**src/hdl/b64c_pkg.sv**
```systemverilog
`timescale 1ns / 1ps
// ----------------------------------------------------------------------------
// b64c_pkg
// Shared types for the LSB-first base64 codec: request payloads, the result
// push bundle between the codec core and the output queue, and config control.
// ----------------------------------------------------------------------------
package b64c_pkg;

  // Input request payload.
  typedef struct packed {
    logic [7:0] in_byte;
    logic       in_last;
  } in_item_t;

  // Result request payload.
  typedef struct packed {
    logic [7:0] out_byte;
    logic       out_last;
  } out_item_t;

  // Up to two results produced by one accepted input request.
  typedef struct packed {
    logic [1:0] cnt;
    out_item_t  item0;
    out_item_t  item1;
  } b64c_push_t;

  // Configuration write toward the codec core.
  typedef struct packed {
    logic wr;
    logic dir;
  } b64c_cfg_t;

  // Direction codes.
  localparam logic DirEncode = 1'b0;
  localparam logic DirDecode = 1'b1;

  // APB address width and the address of the direction register.
  localparam int          AddrW   = 2;
  localparam logic [AddrW-1:0] AddrDir = '0;

endpackage

```
**src/hdl/b64c_core.sv**
```systemverilog
`timescale 1ns / 1ps
// ----------------------------------------------------------------------------
// b64c_core
// Codec state (direction, group phase, carried bits) and the single-pass
// symbol packing logic that turns one request into zero, one or two results.
// ----------------------------------------------------------------------------
module b64c_core
  import b64c_pkg::*;
(
  input  logic       clk,
  input  logic       rst_n,
  input  b64c_cfg_t  cfg,
  input  logic       acc,
  input  in_item_t   item,
  output logic       dir,
  output b64c_push_t push
);

  logic       dir_r;
  logic [1:0] phase_r, phase_nxt;
  logic [5:0] carry_r, carry_nxt;

  // Map a 6-bit symbol to its alphabet character.
  function automatic logic [7:0] to_char(input logic [5:0] v);
    logic [7:0] w;
    w = {2'b00, v};
    if (v < 6'd26)      to_char = w + 8'd65;
    else if (v < 6'd52) to_char = w + 8'd71;
    else if (v < 6'd62) to_char = w - 8'd4;
    else if (v == 6'd62) to_char = 8'd43;
    else                to_char = 8'd47;
  endfunction

  // Map a character to its symbol value; anything outside the alphabet is 0.
  function automatic logic [5:0] from_char(input logic [7:0] c);
    logic [7:0] d;
    d = 8'd0;
    case (c) inside
      [8'd65:8'd90]:  d = c - 8'd65;
      [8'd97:8'd122]: d = c - 8'd71;
      [8'd48:8'd57]:  d = c + 8'd4;
      8'd43:          d = 8'd62;
      8'd47:          d = 8'd63;
      default:        d = 8'd0;
    endcase
    from_char = d[5:0];
  endfunction

  // Next state and results for the request presented this cycle.
  always_comb begin
    logic [7:0] b;
    logic [5:0] s;
    logic [5:0] r0, r1;
    logic [1:0] n;
    b         = item.in_byte;
    s         = from_char(b);
    r0        = '0;
    r1        = '0;
    n         = 2'd0;
    phase_nxt = phase_r;
    carry_nxt = carry_r;
    push      = '0;

    if (dir_r == DirEncode) begin
      case (phase_r)
        2'd1: begin
          r0        = {b[3:0], carry_r[1:0]};
          carry_nxt = {2'b00, b[7:4]};
          phase_nxt = 2'd2;
          n         = 2'd1;
        end
        2'd2: begin
          r0        = {b[1:0], carry_r[3:0]};
          r1        = b[7:2];
          carry_nxt = '0;
          phase_nxt = 2'd0;
          n         = 2'd2;
        end
        default: begin
          r0        = b[5:0];
          carry_nxt = {4'b0000, b[7:6]};
          phase_nxt = 2'd1;
          n         = 2'd1;
        end
      endcase
      // A last byte flushes the partial symbol as one more character.
      if (item.in_last && n == 2'd1) begin
        r1 = carry_nxt;
        n  = 2'd2;
      end
      push.item0.out_byte = to_char(r0);
      push.item1.out_byte = to_char(r1);
      push.item0.out_last = item.in_last && n == 2'd1;
      push.item1.out_last = item.in_last;
    end else begin
      case (phase_r)
        2'd0: begin
          carry_nxt = s;
          phase_nxt = 2'd1;
          n         = 2'd0;
        end
        2'd1: begin
          push.item0.out_byte = {s[1:0], carry_r};
          carry_nxt           = {2'b00, s[5:2]};
          phase_nxt           = 2'd2;
          n                   = 2'd1;
        end
        2'd2: begin
          push.item0.out_byte = {s[3:0], carry_r[3:0]};
          carry_nxt           = {4'b0000, s[5:4]};
          phase_nxt           = 2'd3;
          n                   = 2'd1;
        end
        default: begin
          push.item0.out_byte = {s, carry_r[1:0]};
          carry_nxt           = '0;
          phase_nxt           = 2'd0;
          n                   = 2'd1;
        end
      endcase
      push.item0.out_last = item.in_last;
    end

    // The end of a stream returns the group position to its start.
    if (item.in_last) begin
      phase_nxt = 2'd0;
      carry_nxt = '0;
    end
    push.cnt = acc ? n : 2'd0;
  end

  // State registers; a direction write restarts the group.
  always_ff @(posedge clk) begin
    if (!rst_n) begin
      dir_r   <= DirEncode;
      phase_r <= '0;
      carry_r <= '0;
    end else if (cfg.wr) begin
      dir_r   <= cfg.dir;
      phase_r <= '0;
      carry_r <= '0;
    end else if (acc) begin
      phase_r <= phase_nxt;
      carry_r <= carry_nxt;
    end
  end

  assign dir = dir_r;

  // Decoding never yields two results for one request.
  a_dec_single: assert property (@(posedge clk) disable iff (!rst_n)
    (dir_r == DirDecode) |-> (push.cnt != 2'd2))
    else $error("decode produced two results");

  // Every accepted byte in encode mode yields at least one character.
  a_enc_nonzero: assert property (@(posedge clk) disable iff (!rst_n)
    (acc && dir_r == DirEncode) |-> (push.cnt != 2'd0))
    else $error("encode produced no result");

  // A last request leaves the group at its start with nothing carried.
  a_last_restarts: assert property (@(posedge clk) disable iff (!rst_n)
    (acc && item.in_last) |=> (phase_r == 2'd0 && carry_r == 6'd0))
    else $error("group not restarted after last request");

endmodule

```
**src/hdl/b64c_outq.sv**
```systemverilog
`timescale 1ns / 1ps
// ----------------------------------------------------------------------------
// b64c_outq
// Four-entry result queue. Takes up to two results per cycle from the core
// and hands one per cycle to the result channel while the receiver is ready.
// ----------------------------------------------------------------------------
module b64c_outq
  import b64c_pkg::*;
(
  input  logic       clk,
  input  logic       rst_n,
  input  b64c_push_t push,
  output logic       room,
  output logic       out_valid,
  input  logic       out_ready,
  output out_item_t  out_data
);

  out_item_t  mem_r [4];
  logic [1:0] wr_ptr_r, wr_ptr_nxt;
  logic [1:0] rd_ptr_r, rd_ptr_nxt;
  logic [2:0] count_r, count_nxt;
  logic       pop;

  // Room for a worst-case push of two results.
  assign room      = count_r <= 3'd2;
  assign out_valid = count_r != 3'd0;
  assign out_data  = mem_r[rd_ptr_r];
  assign pop       = out_valid && out_ready;

  // Pointer and fill bookkeeping.
  always_comb begin
    wr_ptr_nxt = wr_ptr_r + push.cnt;
    rd_ptr_nxt = rd_ptr_r + {1'b0, pop};
    count_nxt  = count_r + {1'b0, push.cnt} - {2'b00, pop};
  end

  always_ff @(posedge clk) begin
    if (!rst_n) begin
      wr_ptr_r <= '0;
      rd_ptr_r <= '0;
      count_r  <= '0;
    end else begin
      wr_ptr_r <= wr_ptr_nxt;
      rd_ptr_r <= rd_ptr_nxt;
      count_r  <= count_nxt;
    end
  end

  // Result storage.
  always_ff @(posedge clk) begin
    if (push.cnt != 2'd0) begin
      mem_r[wr_ptr_r] <= push.item0;
    end
    if (push.cnt == 2'd2) begin
      mem_r[wr_ptr_r + 2'd1] <= push.item1;
    end
  end

  // A push only arrives when two entries are free.
  a_no_overflow: assert property (@(posedge clk) disable iff (!rst_n)
    (push.cnt != 2'd0) |-> (count_r <= 3'd2))
    else $error("result queue overflow");

  // Fill level follows pushes and pops.
  a_count_track: assert property (@(posedge clk) disable iff (!rst_n)
    ##1 (count_r == $past(count_r) + {1'b0, $past(push.cnt)} - {2'b00, $past(pop)}))
    else $error("result queue count mismatch");

  // The fill level never exceeds the queue depth.
  a_count_bound: assert property (@(posedge clk) disable iff (!rst_n)
    (count_r <= 3'd4))
    else $error("result queue count out of range");

endmodule

```
**src/hdl/base64_lsb_first_codec.sv**
```systemverilog
`timescale 1ns / 1ps
// ----------------------------------------------------------------------------
// base64_lsb_first_codec
// Streaming base64-alphabet codec, LSB-first bit packing, no padding.
// ----------------------------------------------------------------------------
// Usage:
//   The input channel (in_valid/in_ready/in_data) carries one byte per
//   request, with in_last on the final one of a stream. The result channel
//   (out_valid/out_ready/out_data) carries alphabet characters when encoding
//   and decoded bytes when decoding, with out_last on the final result.
//   The APB port holds one register, direction, at address 0; writing it
//   also restarts the symbol group. Write it only while the block is idle.
//   Results of an accepted request are registered in the result queue and
//   offered from there in order. A request is accepted every cycle while
//   the four-entry result queue has two free entries; encode requests that
//   give two characters hold the single result port longer, so that port
//   sets the sustained rate.
//   If the receiver stalls, the queue fills and in_ready drops; nothing is
//   lost. Synchronous reset empties the queue, selects encoding and clears
//   the group phase and carried bits.
// ----------------------------------------------------------------------------
module base64_lsb_first_codec
  import b64c_pkg::*;
(
  input  logic             clk,
  input  logic             rst_n,
  input  logic             in_valid,
  output logic             in_ready,
  input  in_item_t         in_data,
  output logic             out_valid,
  input  logic             out_ready,
  output out_item_t        out_data,
  input  logic             psel,
  input  logic             penable,
  input  logic             pwrite,
  input  logic [AddrW-1:0] paddr,
  input  logic [31:0]      pwdata,
  output logic [31:0]      prdata,
  output logic             pready
);

  b64c_cfg_t  cfg;
  b64c_push_t push;
  logic       room;
  logic       acc;
  logic       dir;

  // Configuration port: writes to the direction register, with pready tied high.
  assign pready  = 1'b1;
  assign cfg     = b64c_cfg_t'{wr:  psel && penable && pwrite && pready && (paddr == AddrDir),
                               dir: pwdata[0]};
  assign prdata  = (paddr == AddrDir) ? {31'd0, dir} : 32'd0;

  // Input request acceptance.
  assign in_ready = room;
  assign acc      = in_valid && in_ready;

  b64c_core u_core (
    .clk   (clk),
    .rst_n (rst_n),
    .cfg   (cfg),
    .acc   (acc),
    .item  (in_data),
    .dir   (dir),
    .push  (push)
  );

  b64c_outq u_outq (
    .clk       (clk),
    .rst_n     (rst_n),
    .push      (push),
    .room      (room),
    .out_valid (out_valid),
    .out_ready (out_ready),
    .out_data  (out_data)
  );

endmodule

```
**config.mk**
```make
export PLATFORM = sky130hd
export DESIGN_NAME = base64_lsb_first_codec
export DESIGN_NICKNAME = d
export VERILOG_FILES = /design/src/hdl/b64c_pkg.sv /design/src/hdl/b64c_core.sv /design/src/hdl/b64c_outq.sv /design/src/hdl/base64_lsb_first_codec.sv
export SDC_FILE = /design/constraint.sdc
export NUM_CORES = 1
export LEC_CHECK = 0
export BUFFER_PORTS_ARGS = -buffer_cell sky130_fd_sc_hd__buf_2
export CAP_MARGIN = 20
export CORE_MARGIN = 4
export CORE_UTILIZATION = 35
export DETAILED_ROUTE_END_ITERATION = 10
export PLACE_DENSITY_LB_ADDON = 0.15
export SETUP_SLACK_MARGIN = 0.05
export SLEW_MARGIN = 20
export SYNTH_ARGS = -nofsm -noshare
export SYNTH_HDL_FRONTEND = slang
export SYNTH_SLANG_ARGS = --single-unit
```
**constraint.sdc**
```tcl
create_clock -name clk -period 6.5 [get_ports clk]
set_input_delay 0.975 -clock clk [delete_from_list [all_inputs] [get_ports clk]]
set_output_delay 0.975 -clock clk [all_outputs]
set_load 0.01 [all_outputs]
```
## Word-level counts from Yosys, hierarchy flattened

Memory sizes are Yosys's and may differ from the RTL's. A register that Yosys moved wholly into a read port is not among the register bits.
Index checks and enable logic that the tools add are counted.

- Register bits: 16
- Memory bits (writable): 36
- Input bits: 50
- Output and inout port bits: 44
- Word-level logic and storage cells: 101
- Memories kept: 1

Memories:

| name | words | bits a word | rd ports | clocked after Yosys merged registers in | wr ports | RTL line | source |
|---|---|---|---|---|---|---|---|
| u_outq.mem_r | 4 | 9 | 1 | 1 | 2 | b64c_outq.sv:19 | `out_item_t mem_r [4];` |

- $add $sub $neg: 14
- Magnitude comparators: 13
- Eq/ne operators: 9
- Multiplexer cells: 42
- Bitwise logic cells: 1
- Reduce and logical (&&, ||, !) cells: 15

Operators with widths:

| cell | number |
|---|---|
| 2-to-1 mux 6 bit | 11 |
| 2-to-1 mux 8 bit | 6 |
| adder 6 x 7 -> 8 bit, second input constant | 4 |
| < comparator 6 bit, second input constant | 4 |
| case mux 8 bit (3 select lines) | 1 |
| 2-to-1 mux 2 bit | 9 |
| 2-to-1 mux 9 bit | 2 |
| case mux 6 bit (3 select lines) | 1 |
| == test 8 x 6 -> 1 bit, second input constant | 2 |
| greater-or-equal comparator 8 x 7 -> 1 bit, second input constant | 2 |
| <= comparator 8 x 7 -> 1 bit, second input constant | 2 |
| subtractor 6 x 3 -> 7 bit, second input constant | 2 |
| == test 6 bit, second input constant | 2 |
| < comparator 6 x 5 -> 1 bit, second input constant | 2 |
| case mux 6 bit (2 select lines) | 1 |
| logical AND 1 bit | 10 |
| greater-or-equal comparator 8 x 6 -> 1 bit, second input constant | 1 |
| <= comparator 8 x 6 -> 1 bit, second input constant | 1 |
| case mux 4 bit (2 select lines) | 1 |
| adder 6 x 3 -> 6 bit, second input constant | 1 |
| == test 2 x 1 -> 1 bit, second input constant | 3 |
| 2-to-1 mux 1 bit | 6 |
| 2-to-1 mux 3 bit | 2 |
| case mux 2 bit (3 select lines) | 1 |
| 15 further kinds | 17 |

## Logic depth before layout (Yosys ltp)

Gate-level depths: netlist (run 1).

- Depth in word-level cells: 13
- Depth in mapped cells: 16
- Gate-level depth less buffers: 14

## Cells and area by module

From an unflattened synthesis (run 1), not the netlist that was laid out.

- Cell total of the unflattened synthesis: 525
- Area total of the unflattened synthesis: 5,074.9 um2

Modules (own cells, without submodules):

| module | times used | cells each | area an instance (um2) | seq. area each (um2) |
|---|---|---|---|---|
| b64c_core | 1 | 354 | 2,555.0 | 180.2 |
| b64c_outq | 1 | 133 | 2,238.4 | 1,221.2 |
| base64_lsb_first_codec | 1 | 38 | 281.5 | 0.0 |

## Worst setup path before layout (run 1)

Ideal clock, no wire load.

- Path kind: input-to-reg
- Start point: input port in_data[0] (netlist name)
- End point: memory u_outq.mem_r[0][3] (netlist name), data pin
- Setup time: 260 ps
- Data arrival time: 3,076 ps
- Data required time: 6,240 ps
- Setup slack: 3,164 ps
- Stages: 11
- Buffers on the path: 1
- Cell sequence: clkbuf_1 > nand3_1 > nor3b_1 > a21oi_1 > ha_1 > nand4b_1 > nor2_1 > nor3_1 > a2111oi_0 > a21oi_1 > mux2_2

RTL lines:

| what | RTL line | source |
|---|---|---|
| from (decl) | base64_lsb_first_codec.sv:29 | `input in_item_t in_data,` |
| to (decl) | b64c_outq.sv:19 |  |

==> results.py, run 1 <==
metrics = {
    "setup_path": {
        "critical_path_class": "flop to flop",
        "arrival_ns": 4.09,
        "cp_max_fo": 24,
        "crit_required_ns": 6.55,
        "endpoint_kind": "flop",
        "worst_setup_path_start_kind": "flop",
    },
    "die": {
        "dieArea_um2": 15800,
        "initial_core_util_pct": 36.2,
        "ioPinCount": 94,
        "die_h_um": 126,
        "row_count": 42,
        "core_area_um2": 13400,
        "die_x_um": 126,
    },
    "layout": {
        "filler_cell_count": 1354,
        "antenna_cells": 0,
        "final_net_count": 616,
        "drive_gt1_share_pct": 15.5,
        "final_common_cell": "edfxtp_1",
        "area_delta_synth_final_pct": 6.07,
        "final_cell_mix": "36 x edfxtp_1, 35 x nor2_1, 32 x a21oi_1, 32 x nand2_1, 32 x conb_1",
    },
    "clock_network": {
        "cts.htree.levels": 2,
        "cts_resized": 0,
        "clk_pin_slew_ns": 0.07,
        "cts-root-buf": "clkbuf_16",
        "cts.sinks": 52,
        "max-clock-path-buffers": 2,
        "cts_tree": "built",
        "clk_latency_ns": 0.30,
        "cts_made_buffers": 5,
        "cts-hold-fix-buffers": 0,
        "post_cts_buffers": 0,
    },
    "logic_synthesis": {
        "synth_cell_types": 79,
        "synthAdderAreaFrac_pct": 8.16,
        "synth_top_family_by_area": "compound AO/OA/AOI/OAI gates",
        "ys_warn_count": 0,
        "synthMuxAreaShare_pct": 10.8,
        "netlist_instances": 526,
        "synth.cell_area_um2": 4850,
        "async_flop_share_pct": 0,
        "synth_xor_area_share_pct": 2.71,
        "ys_seq_area_share_pct": 28.9,
        "synth_compound_area_share_pct": 22.6,
        "yosys.area_share.simple_pct": 16.3,
        "synth_edf_count": 36,
        "synth-seq-cells": 52,
        "synth_top_flop_cell": "edfxtp_1",
        "synth_area_per_cell_um2": 9.21,
    },
    "placed_design": {
        "dp_hpwl_um": 9760,
        "port_buffers": 30,
        "place_congestion": 0.877,
    },
    "power_and_ir_drop": {
        "cellLeakagePower_uw": 0.00211,
        "powerDensity_nw_per_um2": 262,
        "power_uw": 1350,
        "peakVddDrop_mv": 0.105,
    },
    "sta": {
        "setup_violations": 0,
        "relSlewSlack_pct": 30.6,
        "fmax_mhz": 247,
        "grt_setup_unrepaired": "false",
        "period_needed_ns": 4.04,
        "skew_ns": 0.00729,
        "period_share_pct": 62.2,
        "fin_setup_tns_ns": 0,
        "tightest_slew_ns": 1.04,
        "maxSlewViolCount": 0,
        "hold_viol": 0,
    },
    "routing": {
        "route.detailed.drc": 0,
        "wire_per_inst_um": 18.5,
        "drtIter0Drc": 328,
        "route.antenna.remaining_nets": 0,
        "via_per_inst": 5.56,
        "first_pass_iters": 5,
        "routed_wl_um": 13100,
        "num_vias": 3958,
    },
    "run_status": {
        "status": "complete, no violations",
    },
    "grt": {
        "grt_antenna_before_repair": 0,
        "grt_pass1_vias": 3706,
        "grt_start_max_net_pins": 30,
        "grt_pass1_wl_um": 20700,
        "gr-total-overflow": 0,
        "gr-usage-all-layers_pct": 16.3,
    },
    "min_path": {
        "hp-class": "flop to flop",
    },
    "flow_run": {
        "cap_viol_max_count": 0,
    },
}
[per-layer routing]
layer,share of wire (%),track usage [%],routed length (µm),vias to the layer above
met2,46,26.2,6040,129
met1,46,22.6,6080,1916
met4,1.7,4.46,217,0
met3,6.2,3.05,816,16
met5,0,0,0,-
li1,-,-,-,1897
[sequential cells by signal, indices dropped and copies added, names as in the netlist]
name             cells
u_outq.mem_r        36
u_core.dir           1
u_outq.count_r       3
u_core.phase_r       2
u_outq.wr_ptr_r      2
u_outq.rd_ptr_r      2
u_core.carry_r       6
[where the power goes]
part / switching [µW] / total (µW) / internal [µW]
Combinational: 327 / 566 / 239
Clock: 120 / 301 / 181
Sequential: 43.3 / 482 / 438
[cell usage after synthesis, drive strengths merged (6+ instances only)]
cell type	count	area [µm²]
a21oi	34	178
a22oi	8	60.1
and2	8	50.1
buf	48	330
clkbuf	13	48.8
dfxtp	16	320
edfxtp	36	1080
ha	30	375
inv	33	124
mux2	7	78.8
mux2i	24	240
mux4	9	203
nand2	32	120
nand2b	7	43.8
nand3	13	70.1
nand4	6	37.5
nor2	35	131
nor2b	10	62.6
nor3	17	105
o211ai	9	67.6
o21ai	16	83.8
o22ai	9	56.3
o31ai	6	58.8
xnor2	13	114
[path summary, 6_finish.rpt]
path	depth (start not counted)	end	startpoint	slack, ns
worst min-delay path	2	u_core.carry_r[5]$_SDFFE_PP0P_	u_core.carry_r[5]$_SDFFE_PP0P_	0.53
worst min register to register	2	u_core.carry_r[5]$_SDFFE_PP0P_	u_core.carry_r[5]$_SDFFE_PP0P_	0.53
worst max-delay path	11	u_outq.mem_r[3][3]$_DFFE_PP_	u_core.phase_r[1]$_SDFFE_PP0P_	2.46
worst max register to register	11	u_outq.mem_r[3][3]$_DFFE_PP_	u_core.phase_r[1]$_SDFFE_PP0P_	2.46
[worst max-delay path: stages (launching register included)]
cell and delay [ns]:
dfxtp_1 0.39, inv_1 0.09, ha_1 0.78, nor2_1 0.11
a21oi_1 0.42, inv_1 0.18, ha_1 0.29, nor3_2 0.46
a21oi_1 0.08, o31ai_1 0.36, o31ai_1 0.28, mux2_2 0.34
[stage by stage]
| stage | instance area, µm² | std cells | setup slack, ns | utilization, % | hold WS [ns] |
|---|---|---|---|---|---|
| 4_1_cts | 5140 | 712 | 2.49 | 38.4 | 0.533 |
| 6_report | 5140 | 712 | 2.46 | 38.4 | 0.527 |
| 2_1_floorplan | 4960 | 556 | 3.16 | - | 0.460 |
| 3_5_place_dp | 4970 | 704 | 2.49 | 37.1 | 0.512 |
| 3_3_place_gp | 4970 | 704 | 2.52 | 37.1 | 0.506 |
| 5_1_grt | 5140 | 712 | 2.13 | 38.4 | 0.547 |
[area by class of cell]
cell class              instances  area (µm²)  area share, %
multi-input cells             409        3050           59.3
flip-flops and latches         52        1400           27.3
well taps                     176         220           4.28
repair buffers                 33         173           3.36
inverters                      34         128           2.48
clock buffers                   5         125           2.43
clock inverters                 3        42.5          0.828
[cells by family after synthesis]
group                      count (synthesis)
and+or+nand+nor                          149
DFF                                       52
muxes                                     40
adders and majority gates                 31
AOI/OAI and AO/OA                        142
other                                      2
xor gates and xnor gates                  15
buffers and inverters                     95
(Power assumes the default switching activity.)
==> run 2: changes to the inputs <==
==> constraint.sdc (replaced) <==
create_clock -name clk -period 3.77 [get_ports clk]
set_input_delay 0.5655 -clock clk [delete_from_list [all_inputs] [get_ports clk]]
set_output_delay 0.5655 -clock clk [all_outputs]
set_load 0.01 [all_outputs]
==> results.py, run 2 (same netlist as run 1, synthesis figures left out) <==
metrics = {
    "run_status": {
        "status": "complete, no violations",
    },
    "layout": {
        "final_net_count": 633,
        "filler_cell_count": 1363,
        "largest_reg_flops": 36,
        "final_cell_mix": "36 x edfxtp_1, 35 x nor2_1, 32 x nand2_1, 32 x conb_1, 31 x a21oi_1",
        "reg_top3": "u_outq.mem_r x36, u_core.carry_r x6, u_outq.count_r x3",
        "regMostFlops": "u_outq.mem_r",
        "area_delta_synth_final_pct": 8.65,
        "drive_gt1_share_pct": 19.0,
        "final_cells": 729,
        "antenna_cells": 0,
        "final_common_cell": "edfxtp_1",
    },
    "routing": {
        "wire_per_inst_um": 18.3,
        "first_pass_iters": 5,
        "dr_wl_met2_um": 6300,
        "drt-met1-wl_um": 6090,
        "wl_met3_um": 741,
        "via_per_inst": 5.48,
        "num_vias": 3997,
        "route.detailed.drc": 0,
        "drtIter0Drc": 342,
        "route.antenna.remaining_nets": 0,
        "routed_wl_um": 13300,
        "top_layer": "met4",
    },
    "setup_path": {
        "arrival_ns": 3.48,
        "cp_max_fo": 11,
        "crit_required_ns": 3.80,
        "crit_chain": "inv_1 > ha_2 > nand3_1 > nor3b_1 > a21oi_1 > inv_1 > ha_1 > nor2_1 > a21o_1 > a311o_1 > a2bb2oi_1 > o22ai_1 > a21oi_1 > mux2i_1",
        "worst_setup_path_start_kind": "flop",
        "crit_family": "compound AO/OA/AOI/OAI gates",
        "endpoint_kind": "flop",
        "crit_cells": 14,
        "max_stage_delay_ns": 0.40,
        "cp_num_buf_inv": 2,
        "critical_path_class": "flop to flop",
        "reg2reg_depth": 14,
        "crit_slowest_cell": "dfxtp_1",
    },
    "sta": {
        "skew_ns": 0.00196,
        "grt_setup_unrepaired": "false",
        "maxSlewViolCount": 0,
        "setup_violations": 0,
        "whs_ns": 0.562,
        "relSlewSlack_pct": 53.1,
        "hold_viol": 0,
        "fmax_mhz": 290,
        "fin_ws_ns": 0.316,
        "tightest_slew_ns": 0.702,
        "period_needed_ns": 3.45,
        "fin_setup_tns_ns": 0,
        "period_share_pct": 91.6,
    },
    "die": {
        "dieArea_um2": 15800,
        "row_count": 42,
        "core_area_um2": 13400,
        "ioPinCount": 94,
        "die_x_um": 126,
        "die_h_um": 126,
        "initial_core_util_pct": 36.2,
    },
    "grt": {
        "grt_pass1_vias": 3872,
        "grt_start_max_net_pins": 23,
        "gr-usage-all-layers_pct": 16.8,
        "gr-total-overflow": 0,
        "grt_antenna_before_repair": 0,
        "grt_pass1_wl_um": 21400,
    },
    "placed_design": {
        "pre_cts_slack_ns": 0.232,
        "placed_cells": 721,
        "dp_hpwl_um": 10100,
        "place_congestion": 0.878,
        "port_buffers": 30,
    },
    "clock_network": {
        "max-clock-path-buffers": 2,
        "clk_pin_slew_ns": 0.07,
        "cts_tree": "built",
        "cts-root-buf": "clkbuf_16",
        "clk_latency_ns": 0.29,
        "cts_made_buffers": 5,
        "cts.htree.levels": 2,
        "cts.sinks": 52,
    },
    "min_path": {
        "hp-class": "input port to flop",
        "min_delay_path_depth": 3,
    },
    "flow_run": {
        "cap_viol_max_count": 0,
    },
    "power_and_ir_drop": {
        "cellLeakagePower_uw": 0.00218,
        "powerDensity_nw_per_um2": 437,
        "power_uw": 2300,
        "peakVddDrop_mv": 0.181,
    },
}
run 2: timing repair:
| action | 4_1_cts | 5_1_grt |
|---|---|---|
| gates resized for setup | 0 | 6 |
| setup endpoints to repair | 0 | 8 |
| hold buffers | 0 | 0 |
| setup buffers | 0 | 0 |
run 2: final cells by class:
| cell class | count | area, µm² | share of cell area [%] |
|---|---|---|---|
| clock buffer | 6 | 129 | 2.45 |
| sequential | 52 | 1400 | 26.6 |
| multi-input combinational | 409 | 3070 | 58.3 |
| tap | 176 | 220 | 4.18 |
| clock inverter | 2 | 16.3 | 0.309 |
| inverter | 34 | 128 | 2.42 |
| timing repair buffer | 50 | 300 | 5.70 |
run 2: report_power, final:
| group | internal, µW | leakage, µW | switching (µW) |
|---|---|---|---|
| clock | 248 | 0.0000671 | 210 |
| combinational | 449 | 0.00165 | 565 |
| sequential | 755 | 0.000463 | 75.7 |
| total | 1450 | 0.00218 | 850 |
run 2: final timing paths:
check	slack (ns)	start	end
setup / recovery	0.32	u_core.phase_r[0]$_SDFFE_PP0P_	u_outq.mem_r[0][4]$_DFFE_PP_
hold / removal	0.56	pwdata[0]	u_core.dir$_SDFFE_PN0P_
setup reg to reg	0.32	u_core.phase_r[0]$_SDFFE_PP0P_	u_outq.mem_r[0][4]$_DFFE_PP_
hold reg to reg	0.56	u_core.carry_r[5]$_SDFFE_PP0P_	u_core.carry_r[5]$_SDFFE_PP0P_
run 2: metal layers:
metal  up-vias  track usage (%)
met5         -                0
met4         0             3.83
met3        20             2.62
met2       122             27.8
met1      1926             23.2
li1       1929                -
run 2: worst reg2reg max path, stage by stage, from the launching register on:
cell and delay [ns]:
dfxtp_1 0.40, inv_1 0.10, ha_2 0.39, nand3_1 0.12
nor3b_1 0.05, a21oi_1 0.35, inv_1 0.12, ha_1 0.27
nor2_1 0.14, a21o_1 0.31, a311o_1 0.24, a2bb2oi_1 0.17
o22ai_1 0.09, a21oi_1 0.31, mux2i_1 0.14
run 2: through the flow:
stage | utilization, % | instance area (µm²)
2_1_floorplan | - | 4960
3_3_place_gp | 38.1 | 5100
3_5_place_dp | 38.1 | 5100
4_1_cts | 39.1 | 5250
5_1_grt | 39.3 | 5270
6_report | 39.3 | 5270
